**src/hw/rtl/stt_pkg.sv**
```systemverilog
package stt_pkg;

    localparam int CP_W        = 21;
    localparam int EV_W        = 4;
    localparam int IDX_W       = 7;
    localparam int KW_POS_W    = 3;
    localparam int KW_LEN      = 8;
    localparam int TEXT_CAPACITY_DEF = 64;
    localparam int MAX_MEMBERS_DEF   = 128;

    localparam logic [CP_W-1:0] CH_S     = CP_W'(8'h73);
    localparam logic [CP_W-1:0] CH_RBRACE = CP_W'(8'h7D);
    localparam logic [CP_W-1:0] CH_UNDER = CP_W'(8'h5F);
    localparam logic [CP_W-1:0] CH_SPACE = CP_W'(8'h20);
    localparam logic [CP_W-1:0] CH_TAB   = CP_W'(8'h09);

    typedef enum logic [3:0] {
        MODE_SEEK_S,
        MODE_KEYWORD,
        MODE_BLANKS,
        MODE_NAME,
        MODE_SEEK_TYPE,
        MODE_TYPE,
        MODE_SEEK_IDENT,
        MODE_IDENT,
        MODE_SEEK_END,
        MODE_HALTED
    } t_mode;

    typedef enum logic [EV_W-1:0] {
        EV_NONE,
        EV_NAME_CHAR,
        EV_NAME_END,
        EV_TYPE_CHAR,
        EV_TYPE_END,
        EV_IDENT_CHAR,
        EV_IDENT_END,
        EV_STRUCT_END,
        EV_FINISHED,
        EV_BAD_KEYWORD,
        EV_TOO_LONG,
        EV_BAD_IDENT,
        EV_TOO_MANY,
        EV_UNEXPECTED_END
    } t_event;

    typedef struct packed {
        logic letter;
        logic word;
        logic blank;
        logic is_s;
        logic rbrace;
        logic kw_match;
    } t_char_class;

    function automatic logic [7:0] kw_tail(input logic [KW_POS_W-1:0] pos);
        logic [7:0] ch;
        case (pos)
            3'd0:    ch = 8'h74;
            3'd1:    ch = 8'h72;
            3'd2:    ch = 8'h75;
            3'd3:    ch = 8'h63;
            3'd4:    ch = 8'h74;
            3'd5:    ch = 8'h75;
            3'd6:    ch = 8'h72;
            3'd7:    ch = 8'h65;
            default: ch = 8'h00;
        endcase
        return ch;
    endfunction

endpackage

```
**src/hw/rtl/stt_if.sv**
```systemverilog
interface stt_in_if import stt_pkg::*; ();
    logic            valid;
    logic            ready;
    logic [CP_W-1:0] code_point;
    logic            end_of_input;

    modport source (output valid, output code_point, output end_of_input, input ready);
    modport sink   (input valid, input code_point, input end_of_input, output ready);
endinterface

interface stt_out_if import stt_pkg::*; ();
    logic             valid;
    logic             ready;
    logic [EV_W-1:0]  event_res;
    logic [CP_W-1:0]  char_out;
    logic [IDX_W-1:0] member_index;

    modport source (output valid, output event_res, output char_out, output member_index,
                    input ready);
    modport sink   (input valid, input event_res, input char_out, input member_index,
                    output ready);
endinterface

```
**src/hw/rtl/stt_class.sv**
```systemverilog
module stt_class
    import stt_pkg::*;
(
    input  logic [CP_W-1:0]     i_code_point,
    input  logic [KW_POS_W-1:0] i_kw_pos,
    output t_char_class         o_class
);

    logic upper;
    logic lower;
    logic digit;

    assign upper = (i_code_point >= CP_W'(8'h41)) && (i_code_point <= CP_W'(8'h5A));
    assign lower = (i_code_point >= CP_W'(8'h61)) && (i_code_point <= CP_W'(8'h7A));
    assign digit = (i_code_point >= CP_W'(8'h30)) && (i_code_point <= CP_W'(8'h39));

    always_comb begin
        o_class.letter   = upper || lower;
        o_class.word     = upper || lower || digit || (i_code_point == CH_UNDER);
        o_class.blank    = (i_code_point == CH_SPACE) || (i_code_point == CH_TAB);
        o_class.is_s     = (i_code_point == CH_S);
        o_class.rbrace   = (i_code_point == CH_RBRACE);
        o_class.kw_match = (i_code_point == CP_W'(kw_tail(i_kw_pos)));
    end

endmodule

```
**src/hw/rtl/stt_parser.sv**
```systemverilog
module stt_parser
    import stt_pkg::*;
#(
    parameter int TEXT_CAPACITY = TEXT_CAPACITY_DEF,
    parameter int MAX_MEMBERS   = MAX_MEMBERS_DEF
) (
    input  logic                i_clk,
    input  logic                i_rst_n,
    input  logic                i_step,
    input  logic                i_eoi,
    input  t_char_class         i_class,
    output logic [KW_POS_W-1:0] o_kw_pos,
    output t_event              o_event,
    output logic [IDX_W-1:0]    o_member_index
);

    localparam int TL_W = $clog2(TEXT_CAPACITY);
    localparam int MC_W = $clog2(MAX_MEMBERS + 1);
    localparam logic [TL_W-1:0] TL_LAST = TL_W'(TEXT_CAPACITY - 1);
    localparam logic [MC_W-1:0] MC_MAX  = MC_W'(MAX_MEMBERS);

    t_mode               r_mode, n_mode;
    logic [KW_POS_W-1:0] r_kw_pos, n_kw_pos;
    logic [TL_W-1:0]     r_tok_len, n_tok_len;
    logic [MC_W-1:0]     r_mem_cnt, n_mem_cnt;
    t_event              ev;
    logic                tok_full;

    assign tok_full       = (r_tok_len >= TL_LAST);
    assign o_kw_pos       = r_kw_pos;
    assign o_event        = ev;
    assign o_member_index = IDX_W'(r_mem_cnt);

    always_ff @(posedge i_clk) begin
        if (!i_rst_n) begin
            r_mode    <= MODE_SEEK_S;
            r_kw_pos  <= '0;
            r_tok_len <= '0;
            r_mem_cnt <= '0;
        end else if (i_step) begin
            r_mode    <= n_mode;
            r_kw_pos  <= n_kw_pos;
            r_tok_len <= n_tok_len;
            r_mem_cnt <= n_mem_cnt;
        end
    end

    always_comb begin
        n_mode    = r_mode;
        n_kw_pos  = r_kw_pos;
        n_tok_len = r_tok_len;
        n_mem_cnt = r_mem_cnt;
        ev        = EV_NONE;
        if (r_mode == MODE_HALTED) begin
            ev = EV_NONE;
        end else if (i_eoi) begin
            if (r_mode == MODE_SEEK_S) begin
                ev = EV_FINISHED;
            end else if (r_mode == MODE_KEYWORD) begin
                ev = EV_BAD_KEYWORD;
            end else begin
                ev = EV_UNEXPECTED_END;
            end
            n_mode = MODE_HALTED;
        end else begin
            case (r_mode)
                MODE_SEEK_S: begin
                    if (i_class.is_s) begin
                        n_mode   = MODE_KEYWORD;
                        n_kw_pos = '0;
                    end
                end
                MODE_KEYWORD: begin
                    if (i_class.kw_match) begin
                        n_kw_pos = r_kw_pos + 1'b1;
                        if (r_kw_pos == KW_POS_W'(KW_LEN - 1)) begin
                            n_mode = MODE_BLANKS;
                        end
                    end else begin
                        ev     = EV_BAD_KEYWORD;
                        n_mode = MODE_HALTED;
                    end
                end
                MODE_BLANKS, MODE_NAME: begin
                    if (r_mode == MODE_BLANKS && i_class.blank) begin
                        ev = EV_NONE;
                    end else if (i_class.letter) begin
                        if (tok_full) begin
                            ev     = EV_TOO_LONG;
                            n_mode = MODE_HALTED;
                        end else begin
                            ev        = EV_NAME_CHAR;
                            n_mode    = MODE_NAME;
                            n_tok_len = r_tok_len + 1'b1;
                        end
                    end else begin
                        ev        = EV_NAME_END;
                        n_tok_len = '0;
                        n_mem_cnt = '0;
                        n_mode    = MODE_SEEK_TYPE;
                    end
                end
                MODE_SEEK_TYPE, MODE_TYPE: begin
                    if (i_class.letter) begin
                        if (tok_full) begin
                            ev     = EV_TOO_LONG;
                            n_mode = MODE_HALTED;
                        end else begin
                            ev        = EV_TYPE_CHAR;
                            n_mode    = MODE_TYPE;
                            n_tok_len = r_tok_len + 1'b1;
                        end
                    end else if (r_mode == MODE_TYPE) begin
                        ev        = EV_TYPE_END;
                        n_tok_len = '0;
                        n_mode    = MODE_SEEK_IDENT;
                    end
                end
                MODE_SEEK_IDENT: begin
                    if (i_class.letter) begin
                        if (tok_full) begin
                            ev     = EV_TOO_LONG;
                            n_mode = MODE_HALTED;
                        end else begin
                            ev        = EV_IDENT_CHAR;
                            n_mode    = MODE_IDENT;
                            n_tok_len = r_tok_len + 1'b1;
                        end
                    end else if (i_class.word) begin
                        ev     = EV_BAD_IDENT;
                        n_mode = MODE_HALTED;
                    end
                end
                MODE_IDENT: begin
                    if (i_class.word) begin
                        if (tok_full) begin
                            ev     = EV_TOO_LONG;
                            n_mode = MODE_HALTED;
                        end else begin
                            ev        = EV_IDENT_CHAR;
                            n_tok_len = r_tok_len + 1'b1;
                        end
                    end else begin
                        ev        = EV_IDENT_END;
                        n_tok_len = '0;
                        if (r_mem_cnt < MC_MAX) begin
                            n_mem_cnt = r_mem_cnt + 1'b1;
                        end
                        n_mode = MODE_SEEK_END;
                    end
                end
                MODE_SEEK_END: begin
                    if (i_class.rbrace) begin
                        ev     = EV_STRUCT_END;
                        n_mode = MODE_SEEK_S;
                    end else if (i_class.word) begin
                        if (r_mem_cnt >= MC_MAX) begin
                            ev     = EV_TOO_MANY;
                            n_mode = MODE_HALTED;
                        end else if (i_class.letter) begin
                            if (tok_full) begin
                                ev     = EV_TOO_LONG;
                                n_mode = MODE_HALTED;
                            end else begin
                                ev        = EV_TYPE_CHAR;
                                n_mode    = MODE_TYPE;
                                n_tok_len = r_tok_len + 1'b1;
                            end
                        end else begin
                            ev        = EV_TYPE_END;
                            n_tok_len = '0;
                            n_mode    = MODE_SEEK_IDENT;
                        end
                    end
                end
                default: begin
                    n_mode = MODE_HALTED;
                end
            endcase
        end
    end

    a_halt_sticky: assert property (@(posedge i_clk) disable iff (!i_rst_n)
        r_mode == MODE_HALTED |=> r_mode == MODE_HALTED)
        else $error("left halted mode without reset");

    a_tok_bound: assert property (@(posedge i_clk) disable iff (!i_rst_n)
        r_tok_len <= TL_LAST)
        else $error("token length past capacity");

    a_mem_bound: assert property (@(posedge i_clk) disable iff (!i_rst_n)
        r_mem_cnt <= MC_MAX)
        else $error("member count past limit");

    a_idle_hold: assert property (@(posedge i_clk) disable iff (!i_rst_n)
        !i_step |=> $stable(r_mode) && $stable(r_tok_len) && $stable(r_mem_cnt))
        else $error("parser state moved without a word");

endmodule

```
**src/hw/rtl/structure_template_tokenizer.sv**
```systemverilog
// Channel  Dir  Payload                                   Handshake
// i_in     in   code_point[20:0], end_of_input            valid/ready
// o_out    out  event_res[3:0], char_out[20:0],           valid/ready
//               member_index[6:0]
//
// One word in, one word out; a new word is taken every cycle unless the output stalls.
// Each word passes through the input register, then the parse logic into the result register.
// Reset (i_rst_n low, synchronous) empties both registers and returns the parser
// to waiting for the structure keyword.
// A stalled output holds its word; the input register fills, then ready drops.
module structure_template_tokenizer
    import stt_pkg::*;
#(
    parameter int TEXT_CAPACITY = TEXT_CAPACITY_DEF,
    parameter int MAX_MEMBERS   = MAX_MEMBERS_DEF
) (
    input  logic        i_clk,
    input  logic        i_rst_n,
    stt_in_if.sink      i_in,
    stt_out_if.source   o_out
);

    logic                r_in_valid;
    logic [CP_W-1:0]     r_cp;
    logic                r_eoi;
    logic                r_out_valid;
    logic [EV_W-1:0]     r_event;
    logic [CP_W-1:0]     r_char;
    logic [IDX_W-1:0]    r_idx;
    logic                step;
    logic                take;
    t_char_class         cls;
    logic [KW_POS_W-1:0] kw_pos;
    t_event              ev;
    logic [IDX_W-1:0]    idx;
    logic                is_char_ev;

    assign step = r_in_valid && (!r_out_valid || o_out.ready);
    assign take = i_in.valid && i_in.ready;
    assign i_in.ready = !r_in_valid || step;

    always_ff @(posedge i_clk) begin
        if (!i_rst_n) begin
            r_in_valid <= 1'b0;
        end else if (i_in.ready) begin
            r_in_valid <= i_in.valid;
        end
    end

    always_ff @(posedge i_clk) begin
        if (take) begin
            r_cp  <= i_in.code_point;
            r_eoi <= i_in.end_of_input;
        end
    end

    stt_class u_class (
        .i_code_point (r_cp),
        .i_kw_pos     (kw_pos),
        .o_class      (cls)
    );

    stt_parser #(
        .TEXT_CAPACITY (TEXT_CAPACITY),
        .MAX_MEMBERS   (MAX_MEMBERS)
    ) u_parser (
        .i_clk          (i_clk),
        .i_rst_n        (i_rst_n),
        .i_step         (step),
        .i_eoi          (r_eoi),
        .i_class        (cls),
        .o_kw_pos       (kw_pos),
        .o_event        (ev),
        .o_member_index (idx)
    );

    assign is_char_ev = (ev == EV_NAME_CHAR) || (ev == EV_TYPE_CHAR) || (ev == EV_IDENT_CHAR);

    always_ff @(posedge i_clk) begin
        if (!i_rst_n) begin
            r_out_valid <= 1'b0;
        end else if (step) begin
            r_out_valid <= 1'b1;
        end else if (o_out.ready) begin
            r_out_valid <= 1'b0;
        end
    end

    always_ff @(posedge i_clk) begin
        if (step) begin
            r_event <= EV_W'(ev);
            r_char  <= is_char_ev ? r_cp : '0;
            r_idx   <= idx;
        end
    end

    assign o_out.valid        = r_out_valid;
    assign o_out.event_res    = r_event;
    assign o_out.char_out     = r_char;
    assign o_out.member_index = r_idx;

endmodule

```
**src/flat_wrapper.sv**
```systemverilog
// flat-port wrapper written by rule: the top's interface ports become plain ports
module structure_template_tokenizer_flat import stt_pkg::*;
#(
    parameter int TEXT_CAPACITY = TEXT_CAPACITY_DEF,
    parameter int MAX_MEMBERS   = MAX_MEMBERS_DEF
)
  (i_clk, i_rst_n, i_in_valid, i_in_code_point, i_in_end_of_input, i_in_ready, o_out_valid, o_out_event_res, o_out_char_out, o_out_member_index, o_out_ready);
  stt_in_if i_in_i ();
  stt_out_if o_out_i ();
  input  logic i_clk;
  input  logic i_rst_n;
  input wire logic [$bits(i_in_i.valid)-1:0] i_in_valid;
  input wire logic [$bits(i_in_i.code_point)-1:0] i_in_code_point;
  input wire logic [$bits(i_in_i.end_of_input)-1:0] i_in_end_of_input;
  output wire logic [$bits(i_in_i.ready)-1:0] i_in_ready;
  output wire logic [$bits(o_out_i.valid)-1:0] o_out_valid;
  output wire logic [$bits(o_out_i.event_res)-1:0] o_out_event_res;
  output wire logic [$bits(o_out_i.char_out)-1:0] o_out_char_out;
  output wire logic [$bits(o_out_i.member_index)-1:0] o_out_member_index;
  input wire logic [$bits(o_out_i.ready)-1:0] o_out_ready;
  assign i_in_i.valid = i_in_valid;
  assign i_in_i.code_point = i_in_code_point;
  assign i_in_i.end_of_input = i_in_end_of_input;
  assign i_in_ready = i_in_i.ready;
  assign o_out_valid = o_out_i.valid;
  assign o_out_event_res = o_out_i.event_res;
  assign o_out_char_out = o_out_i.char_out;
  assign o_out_member_index = o_out_i.member_index;
  assign o_out_i.ready = o_out_ready;
  structure_template_tokenizer #(.TEXT_CAPACITY(TEXT_CAPACITY), .MAX_MEMBERS(MAX_MEMBERS)) u_core (.i_clk(i_clk), .i_rst_n(i_rst_n), .i_in(i_in_i), .o_out(o_out_i));
endmodule
```
**config.mk**
```make
export PLATFORM = sky130hd
export DESIGN_NAME = structure_template_tokenizer_flat
export DESIGN_NICKNAME = d
export VERILOG_FILES = /design/src/hw/rtl/stt_pkg.sv /design/src/hw/rtl/stt_if.sv /design/src/hw/rtl/stt_class.sv /design/src/hw/rtl/stt_parser.sv /design/src/hw/rtl/structure_template_tokenizer.sv /design/src/flat_wrapper.sv
export SDC_FILE = /design/constraint.sdc
export NUM_CORES = 1
export LEC_CHECK = 0
export BUFFER_PORTS_ARGS = -buffer_cell sky130_fd_sc_hd__buf_2
export CORE_ASPECT_RATIO = 0.6
export CORE_MARGIN = 2
export CORE_UTILIZATION = 57
export DETAILED_ROUTE_END_ITERATION = 7
export PLACE_DENSITY = 0.8
export SYNTH_ARGS = -nofsm -noshare
export SYNTH_HDL_FRONTEND = slang
export SYNTH_SLANG_ARGS = --single-unit
```
**constraint.sdc**
```tcl
create_clock -name i_clk -period 3.9 [get_ports i_clk]
set_input_delay 0.585 -clock i_clk [delete_from_list [all_inputs] [get_ports i_clk]]
set_output_delay 0.585 -clock i_clk [all_outputs]
set_load 0.02 [all_outputs]
```
# Yosys cells after proc, flatten, opt, wreduce, memory -nomap -nowiden
# Memory sizes are Yosys's and may differ from the RTL's. A register that Yosys moved wholly into a read port is not among the register bits.
# Cells that the tools add are included.
dict set report classes {
  div 0
  reduce_logical 27
  bitwise 2
  multipliers 0
  mux 63
  shift 0
  n_eq_ne 37
  add_sub_neg 3
  order_cmp 9
}
# cell n
set ops {}
lappend ops {{2-to-1 mux 4 bit} 35}
lappend ops {{equality test 21 x 7 -> 1 bit, second input constant} 3}
lappend ops {{2-to-1 mux 6 bit} 10}
lappend ops {{>= comparator 21 x 7 -> 1 bit, second input constant} 2}
lappend ops {{less-or-equal comparator 21 x 7 -> 1 bit, second input constant} 2}
lappend ops {{2-to-1 mux 8 bit} 4}
lappend ops {{case mux 6 bit (5 select lines)} 1}
lappend ops {{case mux 4 bit (7 select lines)} 1}
lappend ops {{case mux 4 bit (6 select lines)} 1}
lappend ops {{equality test 21 x 4 -> 1 bit, second input constant} 1}
lappend ops {{equality test 21 x 6 -> 1 bit, second input constant} 1}
lappend ops {{equality test 21 x 8 -> 1 bit} 1}
lappend ops {{>= comparator 21 x 6 -> 1 bit, second input constant} 1}
lappend ops {{less-or-equal comparator 21 x 6 -> 1 bit, second input constant} 1}
lappend ops {{2-to-1 mux 3 bit} 7}
lappend ops {{equality test 4 x 3 -> 1 bit, second input constant} 5}
lappend ops {{case mux 8 bit (2 select lines)} 1}
lappend ops {{equality test 4 x 2 -> 1 bit, second input constant} 3}
lappend ops {{!= test 2 bit, second input constant} 6}
lappend ops {{AND reduction 10 bit} 1}
lappend ops {{AND reduction 9 bit} 1}
lappend ops {{adder 8 x 1 -> 8 bit, second input constant} 1}
lappend ops {{equality test 4 x 1 -> 1 bit, second input constant} 2}
lappend ops {{equality test 4 bit, second input constant} 2}
lappend ops {{other kinds (24)} 48}
dict set report word_totals {
  reg_bits 77
  mem_count 1
  mem_bits_ro 32
  wordCells 153
  ramBits 0
  inputBits 26
  latchBits 0
}
# name words word_bits read_ports rd_clocked_by_memory_dff write_ports line_no
set memory_table {}
lappend memory_table {{(no name shown)} 8 4 1 1 0 stt_pkg.sv:58} ;# case (pos)

# Depth between registers and ports, before layout
dict set report logic_depth {
  ltp_word 13
  depth_mapped 9
}

# Cells and area by module
# Synthesis repeated with hierarchy kept, for this count alone.
dict set report hier_totals {
  cells_unflattened 389
  hier_area_um2 4169.0
}
# module area_each_um2 cells_per_inst n_inst
set modules_own_cells {}
lappend modules_own_cells {structure_template_tokenizer 1978.1 91 1}
lappend modules_own_cells {stt_parser 1859.3 246 1}
lappend modules_own_cells {stt_class 331.6 52 1}

# Worst setup path before layout
# No wires, ideal clock.
dict set report synth_path {
  kind {input to register}
  startpoint {in o_out_ready}
  endpoint {reg u_core.u_parser.r_mem_cnt[7]}
  required_ns 3.824
  n_path_buf 2
  setup_slack_ns 0.446
  arrival_ns 3.378
  path_stages 9
  path_cell_list {nor2b_1 -> nor2b_1 -> clkbuf_1 -> nand2_1 -> or3_1 -> or4b_1 -> buf_2 -> or4_1 -> o21ai_0}
}
dict set report synth_between {
  elab_chain_cells 3
}
# element line_no
set synth_rtl {}
lappend synth_rtl {{start, declared} flat_wrapper.sv:20} ;# input wire logic [$bits(o_out_i.ready)-1:0] o_out_ready;
lappend synth_rtl {{logical OR 1 bit} structure_template_tokenizer.sv:38} ;# assign step = r_in_valid && (!r_out_valid || o_out.ready);
lappend synth_rtl {{logical AND 1 bit} structure_template_tokenizer.sv:38}
lappend synth_rtl {{named net u_core.step} structure_template_tokenizer.sv:30} ;# logic step;
lappend synth_rtl {{AND reduction 8 bit (no source line)} n/a}
lappend synth_rtl {{end signal, assigned} stt_parser.sv:44} ;# r_mem_cnt <= n_mem_cnt;
lappend synth_rtl {{end, declared} stt_parser.sv:25} ;# logic [MC_W-1:0] r_mem_cnt, n_mem_cnt;
# The timed path passes the listed nets, and every way through them passes these cells.
# A chain may end at the register's enable or synchronous reset.

# Worst setup path in the final report
dict set report layout_path {
  startpoint {reg u_core.r_cp[20]}
  endpoint {reg u_core.r_char[3] (netlist: u_core.o_out.char_out[3]) (data pin)}
}
dict set report layout_between {
  elab_chain_cells 13
}
# element line_no
set layout_rtl {}
lappend layout_rtl {{start, declared} structure_template_tokenizer.sv:24} ;# logic [CP_W-1:0] r_cp;
lappend layout_rtl {{start signal, assigned} structure_template_tokenizer.sv:52} ;# r_cp <= i_in.code_point;
lappend layout_rtl {{>= comparator 21 x 7 -> 1 bit, or another cell as far along} stt_class.sv:13} ;# assign upper = (i_code_point >= CP_W'(8'h41)) && (i_code_point <= CP_W'(8'h5A));
lappend layout_rtl {{logical AND 1 bit (on tied branches)} {stt_class.sv:13, stt_class.sv:14}}
lappend layout_rtl {{logical OR 1 bit} {stt_class.sv:18, stt_class.sv:19}}
lappend layout_rtl {{2-to-1 mux 4 bit / logical OR 1 bit (equally long branches)} {stt_parser.sv:160, stt_class.sv:19}}
lappend layout_rtl {{2-to-1 mux 4 bit / logical OR 1 bit (equally long branches)} {stt_parser.sv:157, stt_class.sv:19}}
lappend layout_rtl {{2-to-1 mux 4 bit (on tied branches)} {stt_parser.sv:156, stt_parser.sv:129}}
lappend layout_rtl {{2-to-1 mux 4 bit (on tied branches)} {stt_parser.sv:153, stt_parser.sv:120}}
lappend layout_rtl {{case mux 4 bit (6 select lines) (*)} stt_parser.sv:66} ;# case (r_mode)
lappend layout_rtl {{2-to-1 mux 4 bit (*)} stt_parser.sv:56} ;# end else if (i_eoi) begin
lappend layout_rtl {{2-to-1 mux 4 bit (*)} stt_parser.sv:54} ;# if (r_mode == MODE_HALTED) begin
lappend layout_rtl {{named net u_core.ev[1]} structure_template_tokenizer.sv:34} ;# t_event ev;
lappend layout_rtl {{equality test 4 x 1 -> 1 bit / equality test 4 x 2 -> 1 bit (equally long branches)} structure_template_tokenizer.sv:77} ;# assign is_char_ev = (ev == EV_NAME_CHAR) || (ev == EV_TYPE_CHAR) || (ev == EV_IDENT_CHAR);
lappend layout_rtl {{logical OR 1 bit} structure_template_tokenizer.sv:77}
lappend layout_rtl {{logical OR 1 bit (*)} structure_template_tokenizer.sv:77}
lappend layout_rtl {{end signal, assigned} structure_template_tokenizer.sv:92} ;# r_char <= is_char_ev ? r_cp : '0;
lappend layout_rtl {{end, declared} structure_template_tokenizer.sv:28} ;# logic [CP_W-1:0] r_char;
# The timed path passes the listed nets; every way through them passes the cells marked *.

==> PnR_summary.wiki <==
{| class="wikitable"
! Metric !! Value
|-
| Overflow left after global routing || 0
|-
| Most common library cell in the layout ignoring fill and taps || sky130_fd_sc_hd__buf_2
|-
| Sw power || 0.000456 W
|-
| Cell area after synthesis || 4010 sq um
|-
| Maximum count of clock buffers along a single path || 2
|-
| Final Slew Violations || 0
|-
| Via count || 3424
|-
| Final weighted congestion of routability-driven global placement || 0.968
|-
| Die extent in y || 68.9 um
|-
| Quantity of hold-fixing buffers added after cts || 0
|-
| Distinct cell type count of the synthesized netlist || 62
|-
| Final period util || 83.0%
|-
| First-pass GRT wire length || 15500 um
|-
| Internal power consumption || 0.00150 W
|-
| Power density cells || 414 nW/um^2
|-
| Result of the run || complete, no violations
|-
| Total Negative Setup Slacks || 0 ns
|-
| Total half-perimeter wirelength after legalization and detailed placement || 6970 um
|-
| Post-detailed-route DRC marker count || 0
|-
| Endpoint arrival time on the critical path || 3.29 ns
|-
| Syn-to-layout area delta || 18.0%
|-
| Cell with the biggest individual delay on the critical path || sky130_fd_sc_hd__nor4_1
|-
| Share of async-settable or async-resettable flops after synthesis || 0%
|-
| Vias in the first global route || 3078
|-
| Endpoint kind of the worst setup timing path || flop
|-
| Type of origin of the critical path || flop
|-
| Die Width || 112 um
|-
| Post-CTS Setup Inserts || 0
|-
| Starting density of the core || roughly three fifths
|-
| Max Fanout on Critical Path || 12
|-
| Cell chosen for the clock root || sky130_fd_sc_hd__clkbuf_16
|-
| Via-to-Cell Ratio || 6.23
|-
| Switch share || 23.3%
|-
| Type of the worst min-delay path || primary input to flop
|-
| Worst clock skew || 0.00543 ns
|-
| Setup violations, final || 0
|-
| Drt first pass iters || 6
|-
| Clk pin slew, worst setup/hold paths || 0.06 ns
|-
| Leakage power || 1.71 nW
|-
| Proportion of synthesized chip area in sequential cells || 54.0%
|-
| Most used cells in the layout excluding fill and tap cells || sky130_fd_sc_hd__buf_2 (59), sky130_fd_sc_hd__edfxtp_1 (54), sky130_fd_sc_hd__nor2_1 (29), sky130_fd_sc_hd__nand2_1 (29), sky130_fd_sc_hd__dfxtp_1 (27)
|-
| Actual transition at the worst max-transition pin || 0.988 ns
|-
| Resized Gates After CTS || 0
|-
| Worst-Skew Late Latency || 0.34 ns
|-
| Warnings, synthesis || 0
|-
| # diodes || 0
|-
| Wire length per cell || roughly 17 um
|-
| Combinational Power Share || between 7 and 8%
|-
| Number of enable-type register cells in the synthesized netlist || between 50 and 60
|-
| Final wirelength || 9570 um
|-
| Number of H-tree levels || 3
|-
| Setup repair after global routing missed its margin || no
|-
| Final Hold Vio Count || 0
|-
| Met1 Usage GRT || a little over a third
|-
| Number of placement rows || 23
|-
| Antenna viol nets, final || 0
|-
| Max-cap viol count || 0
|-
| Total global-route track usage || 26.4%
|-
| Fraction of final layout cells with drive strength greater than 1 || between 20% and 30%
|-
| Peak clock frequency supported by timing || roughly 0.31 GHz
|-
| Flop pwr share || 50.0%
|-
| Buffers on Ports || 59
|-
| Top-level port count || 60
|-
| Clk sink count || 81
|-
| Dpl cells || 534
|-
| Global routing usage on met3 || 12.0%
|-
| Clock tree from TritonCTS || built
|-
| Worst path max stage delay || 0.67 ns
|-
| Global-route track usage on met2 || a little under two fifths
|-
| Antenna violations before repair || 0
|-
| DIE AREA || 7730 sq um
|-
| Critical setup path kind || flop to flop
|-
| Number of CTS-inserted buffers || 9
|-
| Clock power share || 42.3%
|-
| Peak supply drop || 0.000377 V
|-
| Most heavily used metal layer in global routing || met2
|-
| Gate Count Post-Synth || 388
|-
| CP required || 3.95 ns
|-
| Post-Syn Area per Cell || approximately 10 sq um
|-
| Final nets || 489
|-
| Shortest clock period the worst path allows after layout || 3.24 ns
|-
| Number of non-filler instances in the completed layout || 550
|-
| Area of the placeable core || just under 7000 sq um
|-
| Violation count after the first detailed-route iteration || 517
|-
| Sequence of cells on the critical path || nor3_1 -> nand4_1 -> nor4_1 -> or2_1 -> a222oi_1 -> a31oi_1 -> a21oi_1
|-
| Main flop type after synthesis || sky130_fd_sc_hd__edfxtp_1
|-
| Maximum number of pins on one net before global-route repair || 38
|-
| Total of flip-flops plus latches after synthesis || around 80
|-
| Slew headroom || 34.2%
|}
==> kinds of logic after synthesis <==
family          Yosys count  synth area share [%]
flops                    81                  54.0
mux                       8                  2.09
other cells               1                0.0936
buf+inv                  33                  3.37
simple gates            160                  22.1
fa+ha+maj                 5                  1.56
compound gates           94                  15.5
xor+xnor                  6                  1.31
==> per-layer routing <==
layer	part of all wire, %	wire length (um)	up-vias
met5	0	0	-
met4	1.5	145	0
met3	13	1260	24
met2	40	3860	205
met1	45	4310	1579
li1	-	-	1616
==> power groups by stage <==
stage | clock network [W] | registers (W) | logic, W
final | 0.000828 | 0.000979 | 0.000149
after global routing | 0.000874 | 0.000982 | 0.000164
after CTS | 0.000842 | 0.000978 | 0.000147
after detailed placement | 0 | 0.000996 | 0.000146
after global placement | 0 | 0.000995 | 0.000145
after floorplan | 0 | 0.00100 | 0.0000843
==> sequential cells by signal, summed over array words and instances (netlist names), 3 cells and up, named ones only <==
signal,cells
u_core.u_parser.r_mem_cnt,8
u_core.r_cp,21
u_core.o_out.char_out,21
u_core.u_parser.o_kw_pos,3
u_core.u_parser.r_tok_len,6
u_core.o_out.event_res,4
u_core.u_parser.r_mode,4
u_core.o_out.member_index,7
==> cell usage after synthesis, types with 8 or more instances <==
master / count / share of area, %
sky130_fd_sc_hd__nor2_1: 29 / 2.7
sky130_fd_sc_hd__or3_1: 11 / 1.7
sky130_fd_sc_hd__o21ai_0: 16 / 2.0
sky130_fd_sc_hd__clkbuf_1: 15 / 1.4
sky130_fd_sc_hd__dfxtp_1: 27 / 13
sky130_fd_sc_hd__o22ai_1: 8 / 1.2
sky130_fd_sc_hd__a211oi_1: 8 / 1.5
sky130_fd_sc_hd__a21oi_1: 22 / 2.7
sky130_fd_sc_hd__nand2_1: 29 / 2.7
sky130_fd_sc_hd__nor3_1: 18 / 2.2
sky130_fd_sc_hd__nand3_1: 11 / 1.4
sky130_fd_sc_hd__inv_1: 14 / 1.3
sky130_fd_sc_hd__nand4_1: 14 / 2.2
sky130_fd_sc_hd__edfxtp_1: 54 / 40
==> worst max-delay path: cells and delay by family (launching register included) <==
kind            cells  cell delay [ns]
simple gates        4             1.75
compound gates      3             0.82
flops               1             0.37
==> path summary, 6_finish.rpt <==
kind / start / slack (ns) / cells past startpoint / end
setup reg to reg: u_core.r_cp[20] / 0.66 / 7 / u_core.o_out.char_out[3]
setup / recovery: u_core.r_cp[20] / 0.66 / 7 / u_core.o_out.char_out[3]
hold / removal: i_in_code_point[5] / 0.42 / 1 / u_core.r_cp[5]
hold reg to reg: u_core.u_parser.r_mem_cnt[0] / 0.48 / 0 / u_core.o_out.member_index[0]
==> cell type report <==
class,count,area (sq um)
Sequential cell,81,2160
Fill cell,505,2010
Multi-Input combinational cell,287,1760
Timing Repair Buffer,65,340
Clock buffer,10,229
Tap cell,87,109
Clock inverter,6,67.6
Inverter,14,52.6
==> through the flow <==
stage | util, % | hold slack [ns] | cell area [sq um] | worst slack, ns | power [W]
global route | 70.2 | 0.404 | 4720 | 0.349 | 0.00202
CTS | 70.2 | 0.411 | 4720 | 0.729 | 0.00197
floorplan | - | 0.437 | 4050 | 0.446 | 0.00109
finish | 70.2 | 0.419 | 4720 | 0.663 | 0.00196
detailed placement | 65.8 | 0.464 | 4430 | 0.756 | 0.00114
global placement | 65.8 | 0.443 | 4430 | 0.820 | 0.00114
Power figures use the tool's default switching activity.
